[src/rtl/rrtt_pkg.sv]
// ============================================================================
// rrtt_pkg: shared types and constants for the round-robin task table
// Slot states, operation and status codes, the slot file write bundle and the result bundle.
// ============================================================================
`default_nettype none

package rrtt_pkg;

    localparam int NUM_SLOTS = 16;
    localparam int IDLE_SLOT = 0;
    localparam int SLOT_W    = $clog2(NUM_SLOTS);
    localparam int CNT_W     = $clog2(NUM_SLOTS + 1);

    // Fixed field widths of the channel payloads
    localparam int OP_W     = 2;
    localparam int TID_W    = 4;
    localparam int STATUS_W = 2;
    localparam int IDX_W    = 4;

    localparam logic [OP_W-1:0] OP_CREATE = 2'd0;
    localparam logic [OP_W-1:0] OP_DELETE = 2'd1;
    localparam logic [OP_W-1:0] OP_SWITCH = 2'd2;

    typedef enum logic [1:0] {
        ST_EMPTY   = 2'd0,
        ST_READY   = 2'd1,
        ST_RUNNING = 2'd2,
        ST_DELETED = 2'd3
    } t_slot_st;

    typedef enum logic [STATUS_W-1:0] {
        STAT_OK        = 2'd0,
        STAT_FULL      = 2'd1,
        STAT_NO_TASK   = 2'd2,
        STAT_IDLE_PROT = 2'd3
    } t_status;

    typedef struct packed {
        logic              en;
        logic [SLOT_W-1:0] addr;
        t_slot_st          data;
    } t_slot_wr;

    typedef struct packed {
        t_status          status;
        logic [IDX_W-1:0] slot_index;
        logic             switch_request;
    } t_result;

endpackage

`default_nettype wire

[src/rtl/rrtt_in_if.sv]
// ============================================================================
// rrtt_in_if: request channel of the task table
// valid/ready handshake carrying one operation beat.
// ============================================================================
`default_nettype none

interface rrtt_in_if;
    logic                       valid;
    logic                       ready;
    logic [rrtt_pkg::OP_W-1:0]  operation;
    logic [rrtt_pkg::TID_W-1:0] task_id;

    modport source (output valid, output operation, output task_id, input ready);
    modport sink   (input valid, input operation, input task_id, output ready);
endinterface

`default_nettype wire

[src/rtl/rrtt_out_if.sv]
// ============================================================================
// rrtt_out_if: response channel of the task table
// valid/ready handshake carrying one result beat.
// ============================================================================
`default_nettype none

interface rrtt_out_if;
    logic                          valid;
    logic                          ready;
    logic [rrtt_pkg::STATUS_W-1:0] status;
    logic [rrtt_pkg::IDX_W-1:0]    slot_index;
    logic                          switch_request;

    modport source (output valid, output status, output slot_index,
                    output switch_request, input ready);
    modport sink   (input valid, input status, input slot_index,
                    input switch_request, output ready);
endinterface

`default_nettype wire

[src/rtl/round_robin_task_table_top.sv]
// ============================================================================
// round_robin_task_table_top: round-robin task slot table
// Create / delete / switch on a small slot table, one slot examined per cycle.
// ============================================================================
//
//  channel  | dir | beat contents                            | handshake
//  ---------+-----+------------------------------------------+-----------
//  i_in     | in  | operation, task_id                       | valid/ready
//  o_out    | out | status, slot_index, switch_request       | valid/ready
//
//  Sequencing: a beat is taken only in IDLE. The sequencer walks the slot
//  file through its single read port, one slot per cycle. A full-table
//  create, an unused code and an idle delete go straight to the result;
//  create scans for a deleted slot or appends, switch searches for a ready
//  slot, delete of a live slot marks it deleted, and deleting the running
//  slot goes on into a switch.
//  Reset: synchronous, active low; slot 0 ready, all others empty.
//  Stalls: the result sits in an output register, so a new request beat is
//  accepted while the previous result waits for o_out.ready.
// ============================================================================
`default_nettype none

module round_robin_task_table_top (
    input  wire logic i_clk,
    input  wire logic i_rst_n,
    rrtt_in_if.sink   i_in,
    rrtt_out_if.source o_out
);

    localparam int SW = rrtt_pkg::SLOT_W;
    localparam int CW = rrtt_pkg::CNT_W;

    typedef enum logic [2:0] {
        S_IDLE,
        S_CRT,      // scan for lowest deleted slot, else append
        S_DEL,      // check the target slot
        S_RET,      // return running slot to ready
        S_SCAN,     // cyclic search for a ready slot
        S_DONE      // hand result to the output register
    } t_state;

    t_state              r_state, n_state;
    logic [SW-1:0]       r_idx, n_idx;          // slot file read address
    logic [CW-1:0]       r_step, n_step;        // scan steps taken
    logic [CW-1:0]       r_used, n_used;
    logic [SW-1:0]       r_running, n_running;
    logic                r_started, n_started;
    rrtt_pkg::t_result   r_res, n_res;          // finished result, pending
    logic                r_o_valid, n_o_valid;
    rrtt_pkg::t_result   r_o, n_o;

    rrtt_pkg::t_slot_wr  slot_wr;
    rrtt_pkg::t_slot_st  slot_rd;

    logic                in_acc;
    logic [CW-1:0]       idx_inc;
    logic [SW-1:0]       idx_next;              // (r_idx + 1) mod used_count
    logic [CW-1:0]       tid_ext;

    rrtt_slot_file u_slots (
        .i_clk     (i_clk),
        .i_rst_n   (i_rst_n),
        .i_rd_addr (r_idx),
        .i_wr      (slot_wr),
        .o_rd_data (slot_rd)
    );

    assign i_in.ready = (r_state == S_IDLE);
    assign in_acc     = i_in.valid && i_in.ready;

    // running slot is always below used_count, so a wrap to zero is the modulo
    assign idx_inc  = CW'(r_idx) + CW'(1);
    assign idx_next = (idx_inc >= r_used) ? '0 : SW'(idx_inc);
    assign tid_ext  = CW'(i_in.task_id);

    always_comb begin
        n_state   = r_state;
        n_idx     = r_idx;
        n_step    = r_step;
        n_used    = r_used;
        n_running = r_running;
        n_started = r_started;
        n_res     = r_res;
        n_o_valid = r_o_valid;
        n_o       = r_o;
        slot_wr   = '{en: 1'b0, addr: r_idx, data: rrtt_pkg::ST_READY};

        if (o_out.ready) begin
            n_o_valid = 1'b0;
        end

        case (r_state)
            S_IDLE: begin
                if (in_acc) begin
                    n_res = '{status: rrtt_pkg::STAT_OK,
                              slot_index: rrtt_pkg::IDX_W'(r_running),
                              switch_request: 1'b0};
                    case (i_in.operation)
                        rrtt_pkg::OP_CREATE: begin
                            if (r_used >= CW'(rrtt_pkg::NUM_SLOTS)) begin
                                n_res.status     = rrtt_pkg::STAT_FULL;
                                n_res.slot_index = '0;
                                n_state          = S_DONE;
                            end else begin
                                n_idx   = '0;
                                n_state = S_CRT;
                            end
                        end
                        rrtt_pkg::OP_DELETE: begin
                            if (tid_ext >= CW'(rrtt_pkg::NUM_SLOTS)) begin
                                n_res.status = rrtt_pkg::STAT_NO_TASK;
                                n_state      = S_DONE;
                            end else if (tid_ext == CW'(rrtt_pkg::IDLE_SLOT)) begin
                                n_res.status = rrtt_pkg::STAT_IDLE_PROT;
                                n_state      = S_DONE;
                            end else begin
                                n_idx   = SW'(i_in.task_id);
                                n_state = S_DEL;
                            end
                        end
                        rrtt_pkg::OP_SWITCH: begin
                            n_idx   = r_running;
                            n_state = S_RET;
                        end
                        default: begin
                            n_state = S_DONE;   // unused code: no effect
                        end
                    endcase
                end
            end

            S_CRT: begin
                if (slot_rd == rrtt_pkg::ST_DELETED) begin
                    slot_wr          = '{en: 1'b1, addr: r_idx, data: rrtt_pkg::ST_READY};
                    n_res.slot_index = rrtt_pkg::IDX_W'(r_idx);
                    n_state          = S_DONE;
                end else if (CW'(r_idx) == r_used) begin
                    // append at the end of the used range
                    slot_wr          = '{en: 1'b1, addr: r_idx, data: rrtt_pkg::ST_READY};
                    n_used           = r_used + CW'(1);
                    n_res.slot_index = rrtt_pkg::IDX_W'(r_idx);
                    n_state          = S_DONE;
                end else begin
                    n_idx = SW'(idx_inc);
                end
            end

            S_DEL: begin
                if (slot_rd == rrtt_pkg::ST_EMPTY || slot_rd == rrtt_pkg::ST_DELETED) begin
                    n_res.status = rrtt_pkg::STAT_NO_TASK;
                    n_state      = S_DONE;
                end else begin
                    slot_wr = '{en: 1'b1, addr: r_idx, data: rrtt_pkg::ST_DELETED};
                    if (r_idx == r_running) begin
                        n_state = S_RET;
                    end else begin
                        n_state = S_DONE;
                    end
                end
            end

            S_RET: begin
                // r_idx holds the running slot here
                if (slot_rd == rrtt_pkg::ST_RUNNING) begin
                    slot_wr = '{en: 1'b1, addr: r_idx, data: rrtt_pkg::ST_READY};
                end
                n_idx   = idx_next;
                n_step  = CW'(1);
                n_state = S_SCAN;
            end

            S_SCAN: begin
                if (slot_rd == rrtt_pkg::ST_READY) begin
                    slot_wr   = '{en: 1'b1, addr: r_idx, data: rrtt_pkg::ST_RUNNING};
                    n_running = r_idx;
                    n_started = 1'b1;
                    n_res.slot_index     = rrtt_pkg::IDX_W'(r_idx);
                    n_res.switch_request = r_started && (r_idx != r_running);
                    n_state   = S_DONE;
                end else if (r_step >= r_used) begin
                    // nothing ready: keep the running slot
                    n_started = 1'b1;
                    n_state   = S_DONE;
                end else begin
                    n_idx  = idx_next;
                    n_step = r_step + CW'(1);
                end
            end

            S_DONE: begin
                if (!r_o_valid || o_out.ready) begin
                    n_o_valid = 1'b1;
                    n_o       = r_res;
                    n_state   = S_IDLE;
                end
            end

            default: begin
                n_state = S_IDLE;
            end
        endcase
    end

    always_ff @(posedge i_clk) begin
        if (!i_rst_n) begin
            r_state   <= S_IDLE;
            r_used    <= CW'(1);
            r_running <= SW'(rrtt_pkg::IDLE_SLOT);
            r_started <= 1'b0;
            r_o_valid <= 1'b0;
        end else begin
            r_state   <= n_state;
            r_used    <= n_used;
            r_running <= n_running;
            r_started <= n_started;
            r_o_valid <= n_o_valid;
        end
        r_idx  <= n_idx;
        r_step <= n_step;
        r_res  <= n_res;
        r_o    <= n_o;
    end

    assign o_out.valid          = r_o_valid;
    assign o_out.status         = r_o.status;
    assign o_out.slot_index     = r_o.slot_index;
    assign o_out.switch_request = r_o.switch_request;

endmodule

`default_nettype wire

[src/rtl/rrtt_slot_file.sv]
// ============================================================================
// rrtt_slot_file: per-slot state register file
// One read address, one write port; reset leaves the idle slot ready.
// ============================================================================
`default_nettype none

module rrtt_slot_file (
    input  wire logic                          i_clk,
    input  wire logic                          i_rst_n,
    input  wire logic [rrtt_pkg::SLOT_W-1:0]   i_rd_addr,
    input  wire rrtt_pkg::t_slot_wr            i_wr,
    output rrtt_pkg::t_slot_st                 o_rd_data
);

    rrtt_pkg::t_slot_st r_slot [rrtt_pkg::NUM_SLOTS];

    always_ff @(posedge i_clk) begin
        if (!i_rst_n) begin
            for (int i = 0; i < rrtt_pkg::NUM_SLOTS; i++) begin
                r_slot[i] <= (i == rrtt_pkg::IDLE_SLOT) ? rrtt_pkg::ST_READY
                                                        : rrtt_pkg::ST_EMPTY;
            end
        end else if (i_wr.en) begin
            r_slot[i_wr.addr] <= i_wr.data;
        end
    end

    assign o_rd_data = r_slot[i_rd_addr];

endmodule

`default_nettype wire

[src/flat_wrapper.sv]
// flat-port wrapper written by rule: the top's interface ports become plain ports
module round_robin_task_table_top_flat 
  (i_clk, i_rst_n, i_in_valid, i_in_operation, i_in_task_id, i_in_ready, o_out_valid, o_out_status, o_out_slot_index, o_out_switch_request, o_out_ready);
  rrtt_in_if i_in_i ();
  rrtt_out_if o_out_i ();
  input  wire logic i_clk;
  input  wire logic i_rst_n;
  input wire logic [$bits(i_in_i.valid)-1:0] i_in_valid;
  input wire logic [$bits(i_in_i.operation)-1:0] i_in_operation;
  input wire logic [$bits(i_in_i.task_id)-1:0] i_in_task_id;
  output wire logic [$bits(i_in_i.ready)-1:0] i_in_ready;
  output wire logic [$bits(o_out_i.valid)-1:0] o_out_valid;
  output wire logic [$bits(o_out_i.status)-1:0] o_out_status;
  output wire logic [$bits(o_out_i.slot_index)-1:0] o_out_slot_index;
  output wire logic [$bits(o_out_i.switch_request)-1:0] o_out_switch_request;
  input wire logic [$bits(o_out_i.ready)-1:0] o_out_ready;
  assign i_in_i.valid = i_in_valid;
  assign i_in_i.operation = i_in_operation;
  assign i_in_i.task_id = i_in_task_id;
  assign i_in_ready = i_in_i.ready;
  assign o_out_valid = o_out_i.valid;
  assign o_out_status = o_out_i.status;
  assign o_out_slot_index = o_out_i.slot_index;
  assign o_out_switch_request = o_out_i.switch_request;
  assign o_out_i.ready = o_out_ready;
  round_robin_task_table_top u_core (.i_clk(i_clk), .i_rst_n(i_rst_n), .i_in(i_in_i), .o_out(o_out_i));
endmodule
[config.mk]
export PLATFORM = sky130hd
export DESIGN_NAME = round_robin_task_table_top_flat
export DESIGN_NICKNAME = d
export VERILOG_FILES = /design/src/rtl/rrtt_pkg.sv /design/src/rtl/rrtt_in_if.sv /design/src/rtl/rrtt_out_if.sv /design/src/rtl/round_robin_task_table_top.sv /design/src/rtl/rrtt_slot_file.sv /design/src/flat_wrapper.sv
export SDC_FILE = /design/constraint.sdc
export NUM_CORES = 1
export LEC_CHECK = 0
export ABC_AREA = 1
export BUFFER_PORTS_ARGS = -buffer_cell sky130_fd_sc_hd__buf_2
export CORE_UTILIZATION = 56
export DETAILED_ROUTE_END_ITERATION = 10
export PLACE_DENSITY = 0.78
export SYNTH_ARGS = -nofsm -noshare
export SYNTH_HDL_FRONTEND = slang
export SYNTH_SLANG_ARGS = --single-unit
[constraint.sdc]
create_clock -name i_clk -period 2.5 [get_ports i_clk]
set_input_delay 0.25 -clock i_clk [delete_from_list [all_inputs] [get_ports i_clk]]
set_output_delay 0.25 -clock i_clk [all_outputs]
set_load 0.02 [all_outputs]
; ---- Yosys cells after proc, flatten, opt, wreduce, memory -nomap -nowiden
; Memories as Yosys holds them, arrays and structs flattened. A register that Yosys moved wholly into a read port is not among the register bits.
; Index checks and enable logic that the tools add are counted.
[word_totals]
mem_count = 1
word_cells = 134
ramBits = 32
reg_bits = 37
input_bits = 10
[classes]
n_eq_ne = 27
n_reduce_logical = 26
bitwise_logic = 1
n_mux = 59
magnitude_cmp = 4
add_sub_neg = 3
[mem_list]
columns = memory, depth, word_bits, read_ports, rd_ports_with_merged_regs, wr, line_no
row1 = u_core.u_slots.r_slot, 16, 2, 1, 1, 16, rrtt_slot_file.sv:15  ; rrtt_pkg::t_slot_st r_slot [rrtt_pkg::NUM_SLOTS];
[op_table]
columns = operator, count
row1 = $mux W4, 14
row2 = $mux W7, 6
row3 = $mux W3, 11
row4 = $pmux W7 S4, 1
row5 = $pmux W4 S3, 2
row6 = $mux W5, 4
row7 = $pmux W3 S6, 1
row8 = $pmux W4 S4, 1
row9 = $reduce_and A3 Y1, 4
row10 = $add A5 B1 Y5 const B, 2
row11 = $ge A5 B5 Y1, 2
row12 = $mux W1, 10
row13 = $ne A2 B2 Y1 const B, 5
row14 = $pmux W5 S2, 1
row15 = $reduce_and A10 Y1, 1
row16 = $ne A3 B3 Y1 const B, 3
row17 = $pmux W3 S3, 1
row18 = $mux W2, 4
row19 = $pmux W2 S2, 2
row20 = $reduce_and A4 Y1, 2
row21 = $reduce_bool A2 Y1, 4
row22 = $eq A2 B2 Y1 const B, 3
row23 = $eq A3 B2 Y1 const B, 2
row24 = $eq A3 B3 Y1 const B, 2
row25 = 23 further kinds, 32

; ---- Longest topological paths before layout
; Gate-level depths: netlist of the first run.
[depth]
depth_word = 9
ltp_mapped = 18
depth_no_buf = 17

; ---- Hierarchy
; From an unflattened synthesis of the first run, not the netlist that was laid out.
[hier_totals]
cells_unflattened = 510
area_unflattened_um2 = 4092.7
[modules_own_cells]
columns = mod, area_per_inst_um2, instances, cells_per_inst
row1 = round_robin_task_table_top, 2349.8, 1, 295
row2 = rrtt_slot_file, 1742.9, 1, 215

; ---- Worst setup path before layout of the first run
; Ideal clock, no wire load.
[synth_timing]
path_kind = flip-flop to flip-flop
start = reg (tool-made name)
end = mem u_core.u_slots.r_slot[15][0] in the netlist's numbering (enable)
t_required_ps = 2202
synth_period_minus_slack_ps = 2424
path_stages_with_launch = 17
slack_ps = 76
arrival_time_ps = 2126
cell_sequence = dfxtp_1 buf_2 clkbuf_1 o21ai_0 o221ai_1 nand3_1 nand2_1 inv_1 ha_1 inv_1 nand2_1 nand2_1 nand3b_4 nand2_4 inv_6 nand2_2 nand2_1
[synth_lines]
columns = element, line_no
row1 = "end, declared", rrtt_slot_file.sv:15

==> results.py, run 1 <==
metrics = {
    "worst_setup_path": {
        "cp.arrival_ps": 2480,
        "path_max_fanout": 8,
        "endpoint_kind": "flip-flop",
        "startpoint_type": "flip-flop",
        "path_class": "flip-flop to flip-flop",
        "cp.required_ps": 2580,
    },
    "cts": {
        "clk_pin_slew_ps": 80,
        "ctsHoldBuffers": 0,
        "root_buffer": "clkbuf_8",
        "clock_path_buffers": 2,
        "cts.htree.levels": 3,
        "cts_buffers": 9,
        "cts_tree": "yes",
        "insertion_delay_ps": 350,
        "clkSinkCount": 73,
    },
    "place": {
        "place_congestion": 0.895,
        "dp.final_hpwl_um": 7160,
        "io_buffers": 18,
        "place_area_um2": 4420,
    },
    "routing": {
        "wl_per_cell_um": 15.0,
        "drc": 0,
        "dr.first_iter.drc_count": 229,
        "viasPerCell": 5.44,
        "drt-total-wl_um": 9710,
        "dr.pass1.iters": 4,
        "ant_nets": 0,
        "via_count": 3515,
    },
    "grt": {
        "grt_max_degree": 33,
        "grt_pass1_vias": 3393,
        "grt_use_total_pct": 26.3,
        "gr-total-overflow": 0,
        "grt_pass1_wl_um": 15300,
        "antenna_found_initial": 0,
    },
    "final_layout": {
        "nets": 575,
        "drive_above_1_share_pct": 17.6,
        "fillerInstances": 612,
        "stdcell_area_um2": 4700,
        "post-route-util_pct": 65.1,
        "register_area_um2": 2020,
        "antenna_cells": 0,
        "syn_to_final_growth_pct": 12.5,
        "multiInputGateArea_um2": 1930,
    },
    "power": {
        "power_density_nw_per_um2": 1110,
        "max-vdd-ir-drop_uv": 581,
        "p_leak_nw": 2.06,
        "power.total_w": 0.00520,
    },
    "sta": {
        "fmax_mhz": 417,
        "relSlewSlack_pct": 53.4,
        "period_minus_slack_ps": 2400,
        "finClkSkew_ps": 8.77,
        "max_slew.worst_pin.slew_ps": 700,
        "fin_tns_setup_ps": 0,
        "setup_viol": 0,
        "hold_viol_final": 0,
        "fin_crit_sh_pct": 96.0,
        "slew_violations": 0,
        "whs_ps": 220,
        "rsz0062_at_grt": "yes",
    },
    "floorplan": {
        "die_w_um": 88.3,
        "die_area_um2": 7800,
        "die_y_um": 88.3,
        "rows": 31,
        "start_util_pct": 57.9,
        "core_um2": 7210,
        "ios": 19,
    },
    "synthesis": {
        "ys_seq_area_share_pct": 48.2,
        "syn_inst": 509,
        "postSynthAreaPerCell_um2": 8.20,
        "synth.cell_area_um2": 4180,
        "ys.warnings.count": 0,
        "ys_ff_latch": 73,
        "yosysUniqueCellTypes": 31,
        "synth_nets": 542,
    },
    "min_path": {
        "hp-class": "primary input to flip-flop",
        "hp-start": "o_out_ready",
    },
    "status": {
        "outcome": "finished clean",
    },
    "flow_run": {
        "cap_violations": 0,
    },
}
-- layout make-up --
cell class	count	share of cell area, %
clock inverter	4	0.479
multi-input combinational	363	41.0
sequential	73	42.9
timing repair inverter	1	0.240
clock buffer	12	2.88
inverter	61	5.09
timing repair buffer	33	4.74
tap	99	2.64
-- worst max-delay path, cell delays in order, from the launching register on --
cell	delay [ps]
dfxtp_4	390
buf_4	150
o21ai_0	100
o221ai_1	210
nand3_1	120
nand2_2	100
inv_1	70
ha_4	260
inv_2	30
nand2_1	80
nand2_1	60
nand3b_4	230
nand2_8	140
inv_8	50
nand2_2	70
nand2_1	80
-- cells in the mapped netlist --
| master | n | area (µm²) |
|---|---|---|
| nand3_1 | 29 | 145 |
| nand3b_4 | 1 | 20.0 |
| xor2_1 | 4 | 35.0 |
| buf_2 | 6 | 30.0 |
| nor2_2 | 2 | 12.5 |
| inv_2 | 8 | 30.0 |
| nor3_1 | 4 | 20.0 |
| nand3_2 | 2 | 20.0 |
| nor2_4 | 3 | 33.8 |
| ha_1 | 23 | 288 |
| nand3b_1 | 1 | 7.51 |
| a21oi_1 | 17 | 85.1 |
| nand2_2 | 12 | 75.1 |
| and3_1 | 1 | 6.26 |
| o21ai_0 | 35 | 175 |
| inv_1 | 52 | 195 |
| nand4_1 | 13 | 81.3 |
| nor2_1 | 89 | 334 |
| a31oi_1 | 1 | 6.26 |
| edfxtp_1 | 55 | 1650 |
| dfxtp_1 | 18 | 360 |
| o22ai_1 | 1 | 6.26 |
| o221ai_1 | 4 | 35.0 |
| or2_2 | 1 | 6.26 |
| clkbuf_1 | 5 | 18.8 |
| nand2_4 | 1 | 11.3 |
| o21a_1 | 1 | 7.51 |
| buf_4 | 1 | 7.51 |
| inv_6 | 1 | 8.76 |
| nand2_1 | 113 | 424 |
| o211ai_1 | 5 | 37.5 |
-- cells in the final DEF, fill, tap and decap left out, types with 3 or more instances in the layout --
cell      synthesis  final
buf_4             1     12
nand2_2          12     19
clkbuf_1          5      3
inv_1            52     49
inv_2             8     10
clkinv_2          0      3
nor2_4            3      3
o221ai_1          4      4
nand2_1         113    106
dfxtp_1          18     16
buf_2             6     18
a21oi_1          17     17
nand3_1          29     29
nor2_2            2      4
nor2_1           89     87
nand4_1          13     13
o21ai_0          35     28
clkbuf_8          0      9
ha_1             23     20
xor2_1            4      4
o211ai_1          5      5
o21ai_1           0      6
edfxtp_1         55     55
nor3_1            4      4
-- flip-flops by register name, indices dropped and copies added, names as in the netlist, named ones only --
register / count
u_core.o_out.slot_index: 4
u_core.o_out.status: 2
u_core.o_out.switch_request: 1
u_core.o_out.valid: 1
u_core.r_idx: 4
u_core.r_res: 7
u_core.r_running: 4
u_core.r_started: 1
u_core.r_state: 3
u_core.r_step: 5
u_core.r_used: 5
u_core.u_slots.r_slot: 32
-- power breakdown --
| part | total (W) | switching [W] | internal [W] | leakage, nW |
|---|---|---|---|---|
| Combinational | 0.00254 | 0.00163 | 0.000911 | 1.29 |
| Clock | 0.000794 | 0.000438 | 0.000356 | 0.0801 |
| Sequential | 0.00187 | 0.000242 | 0.00163 | 0.694 |
-- cells by family after synthesis --
group / Yosys count / synth area share, %
DFF: 73 / 48.2
buffers and inverters: 73 / 6.95
AOI/OAI and AO/OA: 64 / 8.45
and+or+nand+nor: 272 / 28.7
adders and majority gates: 23 / 6.89
xor gates and xnor gates: 4 / 0.839
-- repair_timing --
action / 4_1_cts / 5_1_grt
buffers inserted: 0 / 3
endpoints found under the setup margin: 18 / 58
cloned: 1 / 2
gates resized for setup: 3 / 33
pin swaps: 0 / 9
-- per-stage QoR --
step	setup slack (ps)	cells
after global routing	-19.5	646
after detailed placement	-23.4	624
after global placement	52.3	624
after floorplan	75.8	509
final	100	646
after CTS	3.59	641
-- path summary, 6_finish.rpt --
check	end	slack [ps]	cells after the start
worst max-delay path	u_core.u_slots.r_slot[4][0]	100	15
worst min-delay path	u_core.o_out.valid	220	4
worst max register to register	u_core.u_slots.r_slot[4][0]	100	15
worst min register to register	u_core.o_out.slot_index[2]	420	0
-- routing by layer --
layer | part of all wire, % | GRT usage, % | routed length, µm
met4 | 3.2 | 13.3 | 314
met2 | 50 | 45.0 | 4870
met3 | 4.1 | 4.94 | 397
met1 | 42 | 31.7 | 4130
met5 | 0 | 0 | 0
No activity file was read; power rests on OpenSTA's default activity.
==> run 2: changes to the inputs <==
--- a/config.mk
+++ b/config.mk
@@ -7,9 +7,9 @@
 export LEC_CHECK = 0
 export ABC_AREA = 1
 export BUFFER_PORTS_ARGS = -buffer_cell sky130_fd_sc_hd__buf_2
-export CORE_UTILIZATION = 56
+export CORE_UTILIZATION = 62
 export DETAILED_ROUTE_END_ITERATION = 10
-export PLACE_DENSITY = 0.78
+export PLACE_DENSITY = 0.81
 export SYNTH_ARGS = -nofsm -noshare
 export SYNTH_HDL_FRONTEND = slang
 export SYNTH_SLANG_ARGS = --single-unit
==> constraint.sdc (replaced) <==
create_clock -name i_clk -period 2.3 [get_ports i_clk]
set_input_delay 0.23 -clock i_clk [delete_from_list [all_inputs] [get_ports i_clk]]
set_output_delay 0.23 -clock i_clk [all_outputs]
set_load 0.02 [all_outputs]
==> run 2 against run 1 <==
  * The flow now finishes with violations (DRC, setup timing)
  * Global-route usage up 6.6 points
  * Routed wire length up 12%
  * Clock-buffer cell count down 2
  * Utilization up 14 points
  * Largest cell class is now multi-input combinational cells
==> results.py, run 2 (same netlist as run 1, synthesis figures left out) <==
metrics = {
    "status": {
        "outcome": "finished with violations",
        "violations": "DRC, setup timing",
    },
    "final_layout": {
        "fillerInstances": 433,
        "final_common_cell": "nand2_1",
        "nets": 596,
        "largest_reg_flops": 32,
        "multiInputGateArea_um2": 2110,
        "largest-register": "u_core.u_slots.r_slot",
        "top_regs": "u_core.u_slots.r_slot (32), u_core.r_res (7)",
        "final_cell_mix": "nand2_1 (96), nor2_1 (72), edfxtp_1 (55)",
        "register_area_um2": 2020,
        "antenna_cells": 0,
        "syn_to_final_growth_pct": 22.2,
        "drive_above_1_share_pct": 27.1,
    },
    "routing": {
        "drt-total-wl_um": 10900,
        "wl_met3_um": 877,
        "via_count": 3757,
        "dr.pass1.iters": 8,
        "ant_nets": 0,
        "dr.first_iter.drc_count": 366,
        "top_layer_used": "met4",
        "wl_met2_um": 4950,
        "drt-met1-wl_um": 4600,
        "wl_per_cell_um": 16.8,
        "drc": 2,
        "viasPerCell": 5.82,
    },
    "place": {
        "io_buffers": 18,
        "dp.final_hpwl_um": 7570,
        "pre_cts_slack_ps": -303,
        "place_congestion": 0.870,
    },
    "sta": {
        "fmax_mhz": 393,
        "max_slew.worst_pin.slew_ps": 624,
        "rsz0062_at_grt": "yes",
        "slew_violations": 0,
        "fin_crit_sh_pct": 111,
        "relSlewSlack_pct": 58.4,
        "hold_viol_final": 0,
        "setup_viol": 76,
        "whs_ps": 198,
        "period_minus_slack_ps": 2550,
        "setup_ws_ps": -245,
        "finClkSkew_ps": 11.1,
    },
    "floorplan": {
        "rows": 29,
        "ios": 19,
        "start_util_pct": 65.0,
        "die_y_um": 84.1,
        "core_um2": 6420,
        "die_w_um": 84.1,
        "die_area_um2": 7070,
    },
    "grt": {
        "grt_pass1_wl_um": 17700,
        "gr-total-overflow": 0,
        "grt_pass1_vias": 3641,
        "antenna_found_initial": 0,
        "grt_use_total_pct": 32.8,
        "grt_max_degree": 23,
    },
    "worst_setup_path": {
        "cp.arrival_ps": 2610,
        "rrSetupSlack_ps": -250,
        "reg2regPathDepth": 15,
        "cpLargestDelayFamily": "simple AND/OR/NAND/NOR gates",
        "critical_path.slowest_cell": "dfxtp_4",
        "path_class": "flip-flop to flip-flop",
        "startpoint_type": "flip-flop",
        "cpMostUsedCell": "nand2_2",
        "endpoint_kind": "flip-flop",
        "cp.required_ps": 2370,
        "path_max_fanout": 8,
        "max_stage_delay_ps": 430,
        "path_cells": "buf_6, nor2_4, nor2_2, o21ai_1, o211ai_1, nand3_1, nand2_2, inv_2, ha_4, inv_2, nand2_2, nand2_2, nand3b_4, nand4_1, nand2_1",
        "r2r_end": "u_core.u_slots.r_slot[13][1]",
        "path_buf_inv": 3,
    },
    "cts": {
        "ctsHoldBuffers": 0,
        "clock_path_buffers": 2,
        "insertion_delay_ps": 360,
        "clk_pin_slew_ps": 80,
        "cts_tree": "yes",
        "cts.htree.levels": 3,
        "clkSinkCount": 73,
        "cts_buffers": 9,
        "root_buffer": "clkbuf_8",
    },
    "min_path": {
        "hp-start": "o_out_ready",
        "hold_path_depth": 4,
        "whs_endpoint": "u_core.o_out.valid",
        "hp-class": "primary input to flip-flop",
    },
    "power": {
        "power_density_nw_per_um2": 1280,
        "p_leak_nw": 2.33,
        "max-vdd-ir-drop_uv": 797,
    },
    "flow_run": {
        "cap_violations": 0,
    },
}
run 2: area by class of cell:
type	instances	area share, %
Multi-Input combinational cell	363	41.4
Sequential cell	73	39.5
Timing Repair Buffer	54	7.60
Inverter	61	4.73
Clock buffer	10	2.50
Clock inverter	6	2.11
Tap cell	77	1.89
Timing Repair inverter	1	0.221
run 2: worst max-delay path by stage:
stage | slack [ps] | startpoint | end | depth (start not counted)
final | -250 | flip-flop | u_core.u_slots.r_slot[13][1] | 15
after global routing | -290 | flip-flop | u_core.u_slots.r_slot[13][1] | 15
after CTS | -50 | flip-flop | u_core.u_slots.r_slot[15][0] | 17
after detailed placement | -300 | flip-flop | u_core.u_slots.r_slot[4][1] | 15
after global placement | -210 | flip-flop | u_core.u_slots.r_slot[15][0] | 16
after floorplan | 1 | flip-flop | u_core.u_slots.r_slot[15][0] | 16
run 2: per-stage QoR:
step	setup TNS (ps)	power, W	cell area [µm²]	utilization, %	instances
2_1_floorplan	0	0.00377	4190	-	509
3_3_place_gp	-13490	0.00463	4530	70.5	620
3_5_place_dp	-16710	0.00469	4530	70.5	620
4_1_cts	-1340	0.00625	5010	78.0	642
5_1_grt	-16520	0.00688	5100	79.5	645
6_report	-10910	0.00651	5100	79.5	645
run 2: timing repair:
| item | in CTS | in global routing |
|---|---|---|
| pin swaps | 10 | 14 |
| endpoints found under the setup margin | 92 | 94 |
| gates resized for setup | 64 | 25 |
| gates cloned | 1 | 0 |
| buffers inserted | 5 | 3 |
run 2: layer usage:
metal,up-vias,global-route usage (%)
met5,-,0
met4,0,18.7
met3,43,4.95
met2,206,49.6
met1,1717,45.3
li1,1791,-
run 2: worst min-delay path, cell delays in order:
cell and delay (ps):
buf_2 70, nor2_1 60, nor2_1 100, nor2_1 50
run 2: power breakdown:
group          total (W)  switching (W)  leakage, nW  internal [W]
clock network    0.00120       0.000488        0.118      0.000717
logic            0.00328        0.00207         1.52       0.00121
registers        0.00203       0.000256        0.694       0.00178
==> run 3: changes to the inputs <==
==> constraint.sdc (replaced) <==
create_clock -name i_clk -period 2.3 [get_ports i_clk]
set_input_delay 0 -clock i_clk [delete_from_list [all_inputs] [get_ports i_clk]]
set_output_delay 0 -clock i_clk [all_outputs]
set_load 0.02 [all_outputs]
==> run 3 against run 2 <==
  * The run still ends with DRC, setup timing left
  * Sequential power barely moved
  * Via count rose by 1.8%
  * Final area shrank 0.69%
  * Clock skew about the same
  * Non-clock buffer count decreased by 1
  * Clock-buffer cell count stayed put
  * Total power grew 0.91%
  * Worst setup slack better by 16 ps
  * Maximum frequency up 0.63%
  * Sequential share of layout area up 0.25 points
  * Worst hold slack worse by 72 ps
  * Critical path type unchanged
  * Highest routed layer unchanged
==> results.py, run 3 (same netlist as run 1, synthesis figures left out) <==
metrics = {
    "status": {
        "outcome": "finished with violations",
        "violations": "DRC, setup timing",
    },
    "floorplan": {
        "die_area_um2": 7070,
        "rows": 29,
        "start_util_pct": 65.0,
        "core_um2": 6420,
        "die_w_um": 84.1,
        "ios": 19,
        "die_y_um": 84.1,
    },
    "grt": {
        "grt_max_degree": 33,
        "grt_use_total_pct": 32.8,
        "grt_pass1_vias": 3612,
        "grt_pass1_wl_um": 17700,
        "antenna_found_initial": 0,
        "gr-total-overflow": 0,
    },
    "final_layout": {
        "largest-register": "u_core.u_slots.r_slot",
        "antenna_cells": 0,
        "top_regs": "u_core.u_slots.r_slot (32), u_core.r_res (7)",
        "nets": 595,
        "drive_above_1_share_pct": 24.7,
        "largest_reg_flops": 32,
        "final_cell_mix": "nand2_1 (98), nor2_1 (76), edfxtp_1 (55)",
        "post-route-util_pct": 78.9,
        "syn_to_final_growth_pct": 21.4,
        "fillerInstances": 440,
        "final_common_cell": "nand2_1",
    },
    "worst_setup_path": {
        "path_cells": "buf_6, nor2_4, nor2_2, o21ai_1, o211ai_1, nand3_1, nand2_2, inv_2, ha_4, inv_4, buf_4, buf_4, buf_4, nor2_1, o21a_1",
        "cpLargestDelayFamily": "buffers and inverters",
        "cp.arrival_ps": 2600,
        "path_class": "flip-flop to flip-flop",
        "path_max_fanout": 8,
        "cp.required_ps": 2370,
        "max_stage_delay_ps": 420,
        "endpoint_kind": "flip-flop",
        "cpMostUsedCell": "buf_4",
        "startpoint_type": "flip-flop",
        "path_buf_inv": 6,
        "critical_path.slowest_cell": "dfxtp_4",
    },
    "place": {
        "dp.final_hpwl_um": 7510,
        "io_buffers": 18,
        "place_congestion": 0.946,
    },
    "sta": {
        "fmax_mhz": 395,
        "fin_tns_setup_ps": -13630,
        "slew_violations": 0,
        "max_slew.worst_pin.slew_ps": 892,
        "relSlewSlack_pct": 40.6,
        "setup_ws_ps": -230,
        "rsz0062_at_grt": "yes",
        "fin_crit_sh_pct": 110,
        "finClkSkew_ps": 11.1,
        "period_minus_slack_ps": 2530,
        "hold_viol_final": 0,
        "setup_viol": 82,
    },
    "routing": {
        "dr.pass1.iters": 11,
        "drt-total-wl_um": 11000,
        "wl_per_cell_um": 17.1,
        "via_count": 3823,
        "viasPerCell": 5.94,
        "ant_nets": 0,
        "dr.first_iter.drc_count": 464,
        "drc": 2,
    },
    "cts": {
        "cts_tree": "yes",
        "clk_pin_slew_ps": 80,
        "root_buffer": "clkbuf_8",
        "cts.htree.levels": 3,
        "cts_buffers": 9,
        "insertion_delay_ps": 360,
        "clkSinkCount": 73,
        "clock_path_buffers": 2,
    },
    "min_path": {
        "hp-class": "primary input to flip-flop",
    },
    "power": {
        "p_leak_nw": 2.32,
        "power_density_nw_per_um2": 1300,
        "max-vdd-ir-drop_uv": 735,
    },
    "flow_run": {
        "cap_violations": 0,
    },
}
[run 3: timing repair]
action / in CTS / in global routing
setup buffers: 5 / 3
resized for setup: 48 / 21
cloned: 1 / 1
pin swaps: 10 / 5
hold buffers: 1 / 0
setup endpoints to repair: 92 / 93
hold endpoints to repair: 1 / 0
[run 3: area by class of cell]
class | instances | area, µm² | area share [%]
Clock inverter | 6 | 90.1 | 1.78
Tap cell | 77 | 96.3 | 1.90
Clock buffer | 10 | 138 | 2.72
Multi-Input combinational cell | 363 | 2080 | 41.1
Timing Repair inverter | 1 | 8.76 | 0.173
Sequential cell | 73 | 2020 | 39.8
Inverter | 61 | 244 | 4.81
Timing Repair Buffer | 53 | 393 | 7.75
[run 3: worst min-delay path: stages]
cell and delay [ps]:
buf_2 130, a21oi_1 110, o22ai_1 100, nand2_1 70
nor2_1 30
[run 3: power breakdown]
part | switching (W) | internal [W] | total, W
registers | 0.000256 | 0.00177 | 0.00203
logic | 0.00207 | 0.00132 | 0.00339
clock network | 0.000511 | 0.000644 | 0.00115
[run 3: routing by layer]
metal  global-route usage [%]  wire [µm]  vias up  share of wire [%]
li1                         -          -     1791                  -
met2                     50.7       5040      221                 46
met4                     12.9        284        0                2.6
met3                     7.62       1010       35                9.2
met5                        0          0        -                  0
met1                     45.0       4680     1776                 42
[run 3: through the flow]
| step | total power (W) | setup slack [ps] | hold slack [ps] | instances | instance area (µm²) |
|---|---|---|---|---|---|
| after floorplan | 0.00377 | 1.04 | 195 | 509 | 4190 |
| after global placement | 0.00461 | -231 | 337 | 619 | 4520 |
| after detailed placement | 0.00468 | -323 | 336 | 619 | 4520 |
| after CTS | 0.00623 | -68.6 | 128 | 642 | 4970 |
| after global routing | 0.00697 | -326 | 139 | 644 | 5070 |
| final | 0.00657 | -230 | 126 | 644 | 5070 |
[run 3: final timing paths]
check | start | to | slack (ps) | cells past startpoint
max reg2reg | flip-flop | u_core.r_res[6] | -230 | 15
min | i_in_operation[1] | u_core.r_state[1] | 130 | 5
min reg2reg | u_core.r_res[4] | u_core.o_out.slot_index[3] | 430 | 0
max | flip-flop | u_core.r_res[6] | -230 | 15
